$ cat src/rtl/core/aac_pkg.sv
// ----------------------------------------------------------------------------
// aac_pkg: shared types and constants for the attitude command block
// Fixed-point widths, command limits and register addresses.
// ----------------------------------------------------------------------------
package aac_pkg;

  localparam int ACCEL_FRAC_BITS = 8;
  localparam int IN_W  = 16;
  localparam int CMD_W = 12;
  localparam int CHK_W = 16;
  localparam int TGT_W = 9;

  // positive tilt denominator magnitude: 49*2^F + 5*32768
  localparam int DW    = ((ACCEL_FRAC_BITS + 6 > 18) ? ACCEL_FRAC_BITS + 6 : 18) + 1;
  localparam int DEN_W = DW + 1;
  // |accel| * 11000
  localparam int NUM_W = 30;
  localparam int Q_W   = 11;
  localparam int CMP_W = (NUM_W > DW + Q_W) ? NUM_W : DW + Q_W;
  localparam int DIV_LAT = Q_W + 2;

  localparam int T_W    = ((ACCEL_FRAC_BITS + 11 > 24) ? ACCEL_FRAC_BITS + 11 : 24) + 2;
  localparam int ERR_W  = 31;
  localparam int PROD_W = 45;
  localparam int YSH    = 24;
  localparam int V_W    = PROD_W - YSH;

  localparam int THRUST_BASE = 1830;
  localparam int THRUST_GAIN = 165;
  localparam int THRUST_MAX  = 2400;
  localparam int THRUST_MIN  = 1700;
  localparam int TILT_NUM    = 11000;
  localparam int DEN_GAIN    = 49;
  localparam int CMD_LIMIT   = 1500;
  localparam int YAW_NUM     = 9321;
  localparam int DEG_TO_RAD_Q24 = 292818;
  localparam int YAW_SAT_V   = 5 * CMD_LIMIT + 5;
  localparam int RECIP5      = 13108;
  localparam logic [CHK_W-1:0] CHK_INIT = 16'hAAAA + 16'h000F;

  localparam int ADDR_W = 3;
  localparam logic [ADDR_W-1:0] ADDR_YAW_TARGET = 3'd0;

  typedef struct packed {
    logic fault;
    logic neg;
    logic zero;
  } div_ctl_t;

endpackage

$ cat src/rtl/core/aac_div.sv
// ----------------------------------------------------------------------------
// aac_div: pipelined tilt divider
// Restoring division, one quotient bit per stage, with saturation to the
// command limit and sign forcing on a non-positive denominator.
// ----------------------------------------------------------------------------
module aac_div
  import aac_pkg::*;
(
  input  logic                    clk_i,
  input  logic                    en_i,
  input  logic [NUM_W-1:0]        num_mag_i,
  input  logic [DW-1:0]           den_i,
  input  div_ctl_t                ctl_i,
  output logic signed [CMD_W-1:0] cmd_o
);

  typedef struct packed {
    logic [CMP_W-1:0] rem;
    logic [DW-1:0]    den;
    logic [Q_W-1:0]   quo;
    logic             sat;
    div_ctl_t         ctl;
  } stage_t;

  stage_t st_d [Q_W+1];
  stage_t st_q [Q_W+1];
  logic signed [CMD_W-1:0] cmd_d, cmd_q;

  // quotient of 2^Q_W or more saturates anyway
  always_comb begin
    logic [CMP_W-1:0] dsh;
    st_d[0].rem = CMP_W'(num_mag_i);
    st_d[0].den = den_i;
    st_d[0].quo = '0;
    st_d[0].ctl = ctl_i;
    st_d[0].sat = CMP_W'(num_mag_i) >= CMP_W'({den_i, {Q_W{1'b0}}});
    for (int k = 1; k <= Q_W; k++) begin
      dsh = CMP_W'(st_q[k-1].den) << (Q_W - k);
      st_d[k] = st_q[k-1];
      if (st_q[k-1].rem >= dsh) begin
        st_d[k].rem = st_q[k-1].rem - dsh;
        st_d[k].quo[Q_W-k] = 1'b1;
      end
    end
  end

  always_ff @(posedge clk_i) begin
    if (en_i) begin
      for (int k = 0; k <= Q_W; k++) st_q[k] <= st_d[k];
    end
  end

  always_comb begin
    logic [CMD_W-1:0] mag;
    if (st_q[Q_W].ctl.fault) begin
      mag = st_q[Q_W].ctl.zero ? '0 : CMD_W'(CMD_LIMIT);
    end else if (st_q[Q_W].sat || CMD_W'(st_q[Q_W].quo) > CMD_W'(CMD_LIMIT)) begin
      mag = CMD_W'(CMD_LIMIT);
    end else begin
      mag = CMD_W'(st_q[Q_W].quo);
    end
    cmd_d = st_q[Q_W].ctl.neg ? -signed'(mag) : signed'(mag);
  end

  always_ff @(posedge clk_i) begin
    if (en_i) begin
      cmd_q <= cmd_d;
    end
  end

  assign cmd_o = cmd_q;

endmodule

$ cat src/rtl/core/accel_to_attitude_command_top.sv
// ----------------------------------------------------------------------------
// accel_to_attitude_command_top: acceleration to attitude command converter
// Thrust, roll, pitch and yaw commands with saturation and frame checksum.
// ----------------------------------------------------------------------------
// The input is registered in stage a, then passes the divider pipeline and the output register.
// Throughput: one item per cycle while the output is not stalled; the depth is set
// by the two restoring dividers for roll and pitch that run side by side.
// A stalled output holds the whole pipeline in place.
// Reset clears all valid bits and sets the yaw target to zero.
module accel_to_attitude_command_top
  import aac_pkg::*;
(
  input  logic              clk_i,
  input  logic              rst_ni,
  input  logic              s_axis_tvalid,
  output logic              s_axis_tready,
  input  logic [63:0]       s_axis_tdata,  // accel_x, accel_y, accel_z, yaw_angle
  output logic              m_axis_tvalid,
  input  logic              m_axis_tready,
  output logic [63:0]       m_axis_tdata,  // thrust, roll, pitch, yaw, checksum
  output logic              m_axis_tuser,  // tilt_fault
  input  logic              psel,
  input  logic              penable,
  input  logic              pwrite,
  input  logic [ADDR_W-1:0] paddr,
  input  logic [31:0]       pwdata,
  output logic [31:0]       prdata,
  output logic              pready
);

  logic en;
  logic out_valid_q;
  logic signed [TGT_W-1:0] tgt_q;

  // configuration
  assign pready = 1'b1;
  always_ff @(posedge clk_i or negedge rst_ni) begin
    if (!rst_ni) begin
      tgt_q <= '0;
    end else if (psel && penable && pwrite && paddr == ADDR_YAW_TARGET) begin
      tgt_q <= signed'(pwdata[TGT_W-1:0]);
    end
  end
  assign prdata = (paddr == ADDR_YAW_TARGET) ? 32'({tgt_q}) : '0;

  assign en = !out_valid_q || m_axis_tready;
  assign s_axis_tready = en;

  // stage a: operand preparation
  logic signed [IN_W-1:0] ax, ay, az, psi;
  assign ax  = signed'(s_axis_tdata[15:0]);
  assign ay  = signed'(s_axis_tdata[31:16]);
  assign az  = signed'(s_axis_tdata[47:32]);
  assign psi = signed'(s_axis_tdata[63:48]);

  logic signed [DEN_W-1:0] den;
  logic signed [T_W-1:0]   thr_full, thr_int;
  logic [CMD_W-1:0]        thr_d;
  logic signed [ERR_W-1:0] nerr_d;
  logic [IN_W-1:0]         ax_abs, ay_abs;
  logic [NUM_W-1:0]        numx_d, numy_d;
  div_ctl_t                ctlx_d, ctly_d;
  logic                    fault_d;

  always_comb begin
    den = DEN_W'(DEN_GAIN <<< ACCEL_FRAC_BITS) - DEN_W'(az) * DEN_W'(5);
    fault_d = den[DEN_W-1] || den == '0;
    ax_abs = ax[IN_W-1] ? IN_W'(-ax) : IN_W'(ax);
    ay_abs = ay[IN_W-1] ? IN_W'(-ay) : IN_W'(ay);
    numx_d = NUM_W'(ax_abs) * NUM_W'(TILT_NUM);
    numy_d = NUM_W'(ay_abs) * NUM_W'(TILT_NUM);
    ctlx_d = '{fault: fault_d, neg: !ax[IN_W-1] && ax != '0, zero: ax == '0};
    ctly_d = '{fault: fault_d, neg: !ay[IN_W-1] && ay != '0, zero: ay == '0};
    // negative totals clamp to the minimum, so floor equals truncation here
    thr_full = T_W'(THRUST_BASE <<< ACCEL_FRAC_BITS) - T_W'(az) * T_W'(THRUST_GAIN);
    thr_int  = thr_full >>> ACCEL_FRAC_BITS;
    if (thr_int < T_W'(THRUST_MIN)) begin
      thr_d = CMD_W'(THRUST_MIN);
    end else if (thr_int > T_W'(THRUST_MAX)) begin
      thr_d = CMD_W'(THRUST_MAX);
    end else begin
      thr_d = thr_int[CMD_W-1:0];
    end
    nerr_d = ERR_W'(tgt_q) * ERR_W'(DEG_TO_RAD_Q24) - (ERR_W'(psi) <<< 12);
  end

  logic                    a_valid_q;
  logic [DW-1:0]           den_a_q;
  logic [NUM_W-1:0]        numx_a_q, numy_a_q;
  div_ctl_t                ctlx_a_q, ctly_a_q;
  logic [CMD_W-1:0]        thr_a_q;
  logic                    fault_a_q;
  logic signed [ERR_W-1:0] nerr_a_q;

  always_ff @(posedge clk_i or negedge rst_ni) begin
    if (!rst_ni) begin
      a_valid_q <= 1'b0;
    end else if (en) begin
      a_valid_q <= s_axis_tvalid;
    end
  end

  always_ff @(posedge clk_i) begin
    if (en) begin
      den_a_q   <= den[DW-1:0];
      numx_a_q  <= numx_d;
      numy_a_q  <= numy_d;
      ctlx_a_q  <= ctlx_d;
      ctly_a_q  <= ctly_d;
      thr_a_q   <= thr_d;
      fault_a_q <= fault_d;
      nerr_a_q  <= nerr_d;
    end
  end

  // roll and pitch dividers
  logic signed [CMD_W-1:0] roll_div, pitch_div;

  aac_div u_div_roll (
    .clk_i     (clk_i),
    .en_i      (en),
    .num_mag_i (numy_a_q),
    .den_i     (den_a_q),
    .ctl_i     (ctly_a_q),
    .cmd_o     (roll_div)
  );

  aac_div u_div_pitch (
    .clk_i     (clk_i),
    .en_i      (en),
    .num_mag_i (numx_a_q),
    .den_i     (den_a_q),
    .ctl_i     (ctlx_a_q),
    .cmd_o     (pitch_div)
  );

  // yaw: multiply, scale down by 2^24, divide by five through a reciprocal
  logic signed [PROD_W-1:0] prod_b_q;
  logic [V_W-1:0]           pmag_v;
  logic [12:0]              v_c_q;
  logic                     sat_c_q, neg_c_q;
  logic [26:0]              recip_p;
  logic [CMD_W-1:0]         ymag;
  logic signed [CMD_W-1:0]  yaw_d_q;
  logic [PROD_W-1:0]        pabs;

  always_comb begin
    pabs    = prod_b_q[PROD_W-1] ? PROD_W'(-prod_b_q) : PROD_W'(prod_b_q);
    pmag_v  = pabs[PROD_W-1:YSH];
    recip_p = 27'(v_c_q) * 27'(RECIP5);
    ymag    = sat_c_q ? CMD_W'(CMD_LIMIT) : CMD_W'(recip_p[26:16]);
  end

  always_ff @(posedge clk_i) begin
    if (en) begin
      prod_b_q <= PROD_W'(nerr_a_q) * PROD_W'(YAW_NUM);
      v_c_q    <= pmag_v[12:0];
      sat_c_q  <= pmag_v >= V_W'(YAW_SAT_V);
      neg_c_q  <= prod_b_q[PROD_W-1];
      yaw_d_q  <= neg_c_q ? -signed'(ymag) : signed'(ymag);
    end
  end

  // sideband delay lines matched to the divider depth
  logic                    vl_q    [DIV_LAT];
  logic [CMD_W-1:0]        thr_l_q [DIV_LAT];
  logic                    flt_l_q [DIV_LAT];
  logic signed [CMD_W-1:0] yaw_l_q [DIV_LAT-3];

  always_ff @(posedge clk_i or negedge rst_ni) begin
    if (!rst_ni) begin
      for (int i = 0; i < DIV_LAT; i++) vl_q[i] <= 1'b0;
    end else if (en) begin
      vl_q[0] <= a_valid_q;
      for (int i = 1; i < DIV_LAT; i++) vl_q[i] <= vl_q[i-1];
    end
  end

  always_ff @(posedge clk_i) begin
    if (en) begin
      thr_l_q[0] <= thr_a_q;
      flt_l_q[0] <= fault_a_q;
      for (int i = 1; i < DIV_LAT; i++) begin
        thr_l_q[i] <= thr_l_q[i-1];
        flt_l_q[i] <= flt_l_q[i-1];
      end
      yaw_l_q[0] <= yaw_d_q;
      for (int i = 1; i < DIV_LAT - 3; i++) yaw_l_q[i] <= yaw_l_q[i-1];
    end
  end

  // output register
  logic [CMD_W-1:0]        thr_o_q;
  logic signed [CMD_W-1:0] roll_o_q, pitch_o_q, yaw_o_q;
  logic [CHK_W-1:0]        chk_o_q, chk_d;
  logic                    flt_o_q;

  always_comb begin
    chk_d = CHK_INIT + CHK_W'(thr_l_q[DIV_LAT-1]) + CHK_W'(roll_div) + CHK_W'(pitch_div)
          + CHK_W'(yaw_l_q[DIV_LAT-4]);
  end

  always_ff @(posedge clk_i or negedge rst_ni) begin
    if (!rst_ni) begin
      out_valid_q <= 1'b0;
    end else if (en) begin
      out_valid_q <= vl_q[DIV_LAT-1];
    end
  end

  always_ff @(posedge clk_i) begin
    if (en) begin
      thr_o_q   <= thr_l_q[DIV_LAT-1];
      roll_o_q  <= roll_div;
      pitch_o_q <= pitch_div;
      yaw_o_q   <= yaw_l_q[DIV_LAT-4];
      chk_o_q   <= chk_d;
      flt_o_q   <= flt_l_q[DIV_LAT-1];
    end
  end

  assign m_axis_tvalid = out_valid_q;
  assign m_axis_tdata  = {chk_o_q, yaw_o_q, pitch_o_q, roll_o_q, thr_o_q};
  assign m_axis_tuser  = flt_o_q;

  a_fault_forced : assert property (@(posedge clk_i) disable iff (!rst_ni)
    out_valid_q && flt_o_q |->
      (roll_o_q == CMD_W'(CMD_LIMIT) || roll_o_q == -CMD_W'(CMD_LIMIT) || roll_o_q == '0) &&
      (pitch_o_q == CMD_W'(CMD_LIMIT) || pitch_o_q == -CMD_W'(CMD_LIMIT) || pitch_o_q == '0))
    else $error("tilt fault without forced roll/pitch");

  a_thrust_range : assert property (@(posedge clk_i) disable iff (!rst_ni)
    out_valid_q |-> thr_o_q >= CMD_W'(THRUST_MIN) && thr_o_q <= CMD_W'(THRUST_MAX))
    else $error("thrust out of range");

  a_cmd_range : assert property (@(posedge clk_i) disable iff (!rst_ni)
    out_valid_q |-> roll_o_q >= -CMD_W'(CMD_LIMIT) && roll_o_q <= CMD_W'(CMD_LIMIT) &&
      yaw_o_q >= -CMD_W'(CMD_LIMIT) && yaw_o_q <= CMD_W'(CMD_LIMIT))
    else $error("roll or yaw out of range");

  a_stall_hold : assert property (@(posedge clk_i) disable iff (!rst_ni)
    out_valid_q && !m_axis_tready |=> $stable(chk_o_q) && out_valid_q)
    else $error("output changed during stall");

endmodule

$ cat config.mk
export PLATFORM = sky130hd
export DESIGN_NAME = accel_to_attitude_command_top
export DESIGN_NICKNAME = d
export VERILOG_FILES = /design/src/rtl/core/aac_pkg.sv /design/src/rtl/core/aac_div.sv /design/src/rtl/core/accel_to_attitude_command_top.sv
export SDC_FILE = /design/constraint.sdc
export NUM_CORES = 2
export LEC_CHECK = 0
export ABC_AREA = 1
export BUFFER_PORTS_ARGS = -buffer_cell sky130_fd_sc_hd__buf_2
export CELL_PAD_IN_SITES_DETAIL_PLACEMENT = 0
export CELL_PAD_IN_SITES_GLOBAL_PLACEMENT = 1
export CORE_MARGIN = 2
export CORE_UTILIZATION = 50
export CTS_BUF_LIST = sky130_fd_sc_hd__clkbuf_4 sky130_fd_sc_hd__clkbuf_8
export CTS_CLUSTER_SIZE = 12
export DETAILED_ROUTE_END_ITERATION = 16
export PLACE_DENSITY_LB_ADDON = 0.1
export SYNTH_ARGS = -nofsm -noshare
export SYNTH_HDL_FRONTEND = slang
export SYNTH_SLANG_ARGS = --single-unit
$ cat constraint.sdc
create_clock -name clk_i -period 102.7 [get_ports clk_i]
set_clock_uncertainty 0.1 [all_clocks]
set_input_delay 25.675 -clock clk_i [delete_from_list [all_inputs] [get_ports clk_i]]
set_output_delay 25.675 -clock clk_i [all_outputs]
set_load 0.02 [all_outputs]
## Word level (Yosys, flattened, before mapping)

Memory sizes are Yosys's and may differ from the RTL's. A register that Yosys moved wholly into a read port is not among the register bits.
Cells that the tools add are included.

| storage, ports and cells | value |
|---|---|
| bits of input ports | 106 |
| memories | 5 |
| bits in writable memories | 1825 |
| register bits after elaboration | 304 |

Memories:

| name | depth | bits a word | read ports | clocked after memory_dff | wr ports | line | text |
|---|---|---|---|---|---|---|---|
| u_div_pitch.st_q | 12 | 64 | 12 | 0 | 12 | aac_div.sv:26 | `stage_t st_q [Q_W+1];` |
| u_div_roll.st_q | 12 | 64 | 12 | 0 | 12 | aac_div.sv:26 |  |
| thr_l_q | 13 | 12 | 13 | 0 | 13 | accel_to_attitude_command_top.sv:166 | `logic [CMD_W-1:0] thr_l_q [DIV_LAT];` |
| yaw_l_q | 10 | 12 | 10 | 0 | 10 | accel_to_attitude_command_top.sv:168 | `logic signed [CMD_W-1:0] yaw_l_q [DIV_LAT-3];` |
| flt_l_q | 13 | 1 | 13 | 1 | 13 | accel_to_attitude_command_top.sv:167 | `logic flt_l_q [DIV_LAT];` |

| operators by class | value |
|---|---|
| mux-type cells | 61 |
| multiply operators | 7 |
| reduce and logical (&&, ||, !) cells | 19 |
| add/sub/neg operators | 35 |
| magnitude comparators | 29 |

Operators with widths:

| cell | count |
|---|---|
| 30-bit 2-to-1 mux | 22 |
| 12-bit 2-to-1 mux | 6 |
| 30-bit by 19-bit >= comparator with 1-bit output | 2 |
| 30-bit by 20-bit >= comparator with 1-bit output | 2 |
| 30-bit by 21-bit >= comparator with 1-bit output | 2 |
| 30-bit by 22-bit >= comparator with 1-bit output | 2 |
| 30-bit by 23-bit >= comparator with 1-bit output | 2 |
| 30-bit by 24-bit >= comparator with 1-bit output | 2 |
| 30-bit by 25-bit >= comparator with 1-bit output | 2 |
| 30-bit by 26-bit >= comparator with 1-bit output | 2 |
| 30-bit by 27-bit >= comparator with 1-bit output | 2 |
| 30-bit by 28-bit >= comparator with 1-bit output | 2 |
| 30-bit by 29-bit >= comparator with 1-bit output | 2 |
| 30-bit >= comparator | 2 |
| 30-bit by 19-bit subtractor with 30-bit output | 2 |
| 30-bit by 20-bit subtractor with 30-bit output | 2 |
| 30-bit by 21-bit subtractor with 30-bit output | 2 |
| 30-bit by 22-bit subtractor with 30-bit output | 2 |
| 30-bit by 23-bit subtractor with 30-bit output | 2 |
| 30-bit by 24-bit subtractor with 30-bit output | 2 |
| 30-bit by 25-bit subtractor with 30-bit output | 2 |
| 30-bit by 26-bit subtractor with 30-bit output | 2 |
| 30-bit by 27-bit subtractor with 30-bit output | 2 |
| 30-bit by 28-bit subtractor with 30-bit output | 2 |
| 33 further kinds | 79 |

## Depth between registers and ports, before layout

An unclocked memory read counts as a cell.

| depth | value |
|---|---|
| depth in word-level cells | 7 |
| gate-level depth with buffers | 33 |

## Hierarchy

Synthesis repeated with hierarchy kept, for this count alone.

| second synthesis, totals | value |
|---|---|
| cells, all modules | 12254 |
| area total of the unflattened synthesis | 121485.3 µm² |

Modules (own cells, without submodules):

| module | instances | area an instance (µm²) | sequential area each (µm²) | cells each |
|---|---|---|---|---|
| accel_to_attitude_command_top | 1 | 47332.9 | 16936.2 | 4579 |
| aac_div at u_div_pitch | 1 | 37517.2 | 19969.2 | 3930 |
| aac_div at u_div_roll | 1 | 36635.1 | 19969.2 | 3745 |

## Worst setup path before layout

Ideal clock, no wire load.

| timing path | value |
|---|---|
| path type | input port to output port |
| start point | input m_axis_tready |
| end point | output s_axis_tready |
| stages on the path | 3 |
| arrival | 68.710 ns |
| setup slack | 8.215 ns |
| required time | 76.925 ns |
| cell sequence | inv_1 nand2_1 clkbuf_1 |

| between the ends | value |
|---|---|
| longest elaborated chain between the ends | 1 |

RTL lines:

| what | line | text |
|---|---|---|
| start, declared | accel_to_attitude_command_top.sv:19 | `input logic m_axis_tready,` |
| 1-bit logical OR | accel_to_attitude_command_top.sv:46 | `assign en = !out_valid_q \|\| m_axis_tready;` |
| end, declared | accel_to_attitude_command_top.sv:16 | `output logic s_axis_tready,` |

No other way between the ends.

## Final worst setup path

Same ends and word-level chain as after synthesis.

==> out/metrics.yaml <==
post-cts-setup-buffer-count: 0
die_width_um: 472
synth_fa_ha_area_share_pct: 21.1
worstSetupPathType: "primary input to primary output"
ctsResizeCount: 0
ys_warn_count: 0
yosys.area_share.simple_pct: 13.8
fin_hold_ws_ns: 0.246
rsz0062_at_grt: "no"
die_area_sq_mm: 0.223
endpoint_kind: "primary output"
holdCritPathClass: "flop to flop"
avgRoutedWirePerCell_um: 18.1
grt_pass1_wl_mm: 418
r2r_cells: 28
vias: 75600
drtIter0Drc: 4141
syn_area_per_cell_sq_um: 9.82
yosys.area.top_type: "edfxtp_1"
core-area_sq_mm: 0.218
max_slew.worst_pin.slew_ns: 1.19
ys_ff_latch: 1605
required_ns: 76.93
timing.rr.end: "nerr_a_q[28]"
drtPass1Iterations: 5
grt_start_max_net_pins: 204
detailedPlace.worstSlack_ns: 50.24
reg2reg_slack_ns: 95.77
max_slew_margin_pct: 19.4
place_congestion: 0.933
final.setup.tns_ns: 0
synthToLayoutAreaGrowth_pct: 8.69
ios: 206
synthMuxAreaShare_pct: 0.133
antenna_found_initial: 17
crit_top_cell: "buf_2"
vias_per_cell: 5.17
totalWireLength_mm: 265
grt_pass1_vias: 78000
min_path_cells: 0
synth_area_leaders: "edfxtp_1 43%, ha_1 13%, fa_1 7.9%"
synth_edf_count: 1581
synth_compound_area_share_pct: 9.31
cts_inserted_buffers: 295
clk_pin_slew_ns: 0.06
grtUsageTotal_pct: 23.8
clock_sinks: 1605
cts_tree: "done"
worstSetupStartpoint: "m_axis_tready"
critPathLaunchType: "primary input"
max_freq_mhz: 19.1
drv_cap: 0
hold_violations: 0
period_needed_ns: 52.43
clock_path_buffers: 4
htree_levels: 5
drive_above_1_share_pct: 7.26
cts_root_buffer: "clkbuf_8"
synth_ff_type: "edfxtp_1"
start_util_pct: 50.4
clock_latency_ns: 1.06
syn_inst: 11200
drv_slew: 0
cts_hold_buf: 0
finalSetupViolations: 0
critPathSlowestCell: "nand2_4"
finalCritPeriodShare_pct: 51.1
yosysUniqueCellTypes: 82
cpPeakStageDelay_ns: 0.56
seq_area_frac_synth_pct: 43.8
critPathArrivalTime_ns: 26.66
grt_overflow: 0
worstHoldStart: "thr_l_q[0][77]"
crit_chain: "buf_2, inv_1, nand2_4, buf_2"
netlist_area_sq_mm: 0.110
yosys.area_share.xor_xnor_pct: 4.56
yosysTopAreaCellShare_pct: 43.3
crit_fanout: 50
synth_top_family_by_area: "adder cells"
placed_cell_area_sq_mm: 0.114
port_buffers: 158
die_h_um: 472
status: "complete, no violations"
fin_nets: 13300
hold_path_end: "thr_l_q[0][89]"
dp_hpwl_mm: 217
layout_setup_ws_ns: 50.27
drcViolationCount: 0
antenna_left: 0
nFillCells: 19500
rows: 171
reg2reg_from: "tgt_q[6]"
synthArstFlopShare_pct: 1.50
design_area_sq_mm: 0.119
==> registers in the layout (all words and copies together), names as in the netlist, 19 cells and up <==
| signal | count |
|---|---|
| thr_l_q | 156 |
| u_div_pitch.st_q | 583 |
| numy_a_q | 27 |
| den_a_q | 19 |
| numx_a_q | 27 |
| u_div_roll.st_q | 442 |
| yaw_l_q | 120 |
| prod_b_q | 44 |
| nerr_a_q | 29 |
==> critical path, delay by kind of cell <==
kind	cells	cell delay, ns
and+or+nand+nor	1	0.56
buffers and inverters	3	0.42
==> through the flow <==
step                std cells  util, %
CTS                     14600     54.8
detailed placement      14100     52.3
floorplan               11200        -
global placement        14100     52.3
finish                  14600     54.8
global route            14600     54.8
==> synthesized netlist by cell type, drive strengths merged (53+ instances only) <==
library cell / n
a21oi: 729
a31oi: 53
buf: 97
edfxtp: 1581
fa: 434
ha: 1152
inv: 1940
nand2: 1977
nand3: 374
nand4: 115
nor2: 706
nor3: 147
nor4: 74
o21ai: 751
o21bai: 57
or2: 71
xnor2: 252
xor2: 319
==> worst max-delay path by stage <==
stage / endpoint / cells after the start / slack, ns
finish: s_axis_tready / 4 / 50.27
global route: s_axis_tready / 4 / 50.20
CTS: s_axis_tready / 4 / 50.24
detailed placement: s_axis_tready / 4 / 50.24
global placement: s_axis_tready / 4 / 50.26
floorplan: s_axis_tready / 3 / 8.22
==> placed cells by master, fill, tap and decap left out, types with 33 or more instances in the layout <==
cell type	instances
clkbuf_8	304
fa_1	434
edfxtp_1	1581
nand4_1	114
a21o_1	49
clkinv_2	35
xnor2_1	252
o21bai_1	54
nand2_1	1951
a21oi_1	700
nor3_1	144
nor2_1	689
or2_2	61
o21ai_1	157
buf_2	158
inv_1	1927
o21ai_0	547
clkinv_1	71
xor2_1	319
ha_1	1152
clkbuf_4	55
o21a_1	33
o21ai_2	45
nor4_1	71
a31oi_1	52
nand3b_1	49
nand3_1	363
==> routing by layer <==
| layer | track usage, % | part of all wire, % |
|---|---|---|
| met1 | 27.9 | 41 |
| met2 | 42.8 | 50 |
| met3 | 3.31 | 3.3 |
| met4 | 11.3 | 5.1 |
| met5 | 0 | 0.017 |
==> final cells by class <==
class	count	area (sq um)	share of cell area (%)
timing repair buffer	190	1060	0.885
sequential	1605	48100	40.3
inverter	1941	7300	6.12
clock buffer	359	4600	3.85
multi-input combinational	7536	53700	45.0
antenna	8	20.0	0.0168
tap	2854	3570	2.99
clock inverter	134	962	0.807
==> logic make-up (layout without fill, tap and decap cells) <==
| kind of cell | count (synthesis) | count (layout) |
|---|---|---|
| AO/OA/AOI/OAI | 1803 | 1803 |
| XOR/XNOR | 571 | 571 |
| adder cells (fa/ha/maj) | 1586 | 1586 |
| buffers and inverters | 2051 | 2624 |
| flip-flops | 1605 | 1605 |
| multiplexers | 13 | 13 |
| other | 2 | 32 |
| AND/OR/NAND/NOR | 3539 | 3539 |
Power is not shown: default switching activity piles up to over one toggle a cycle in this logic, so the estimate is an artifact.
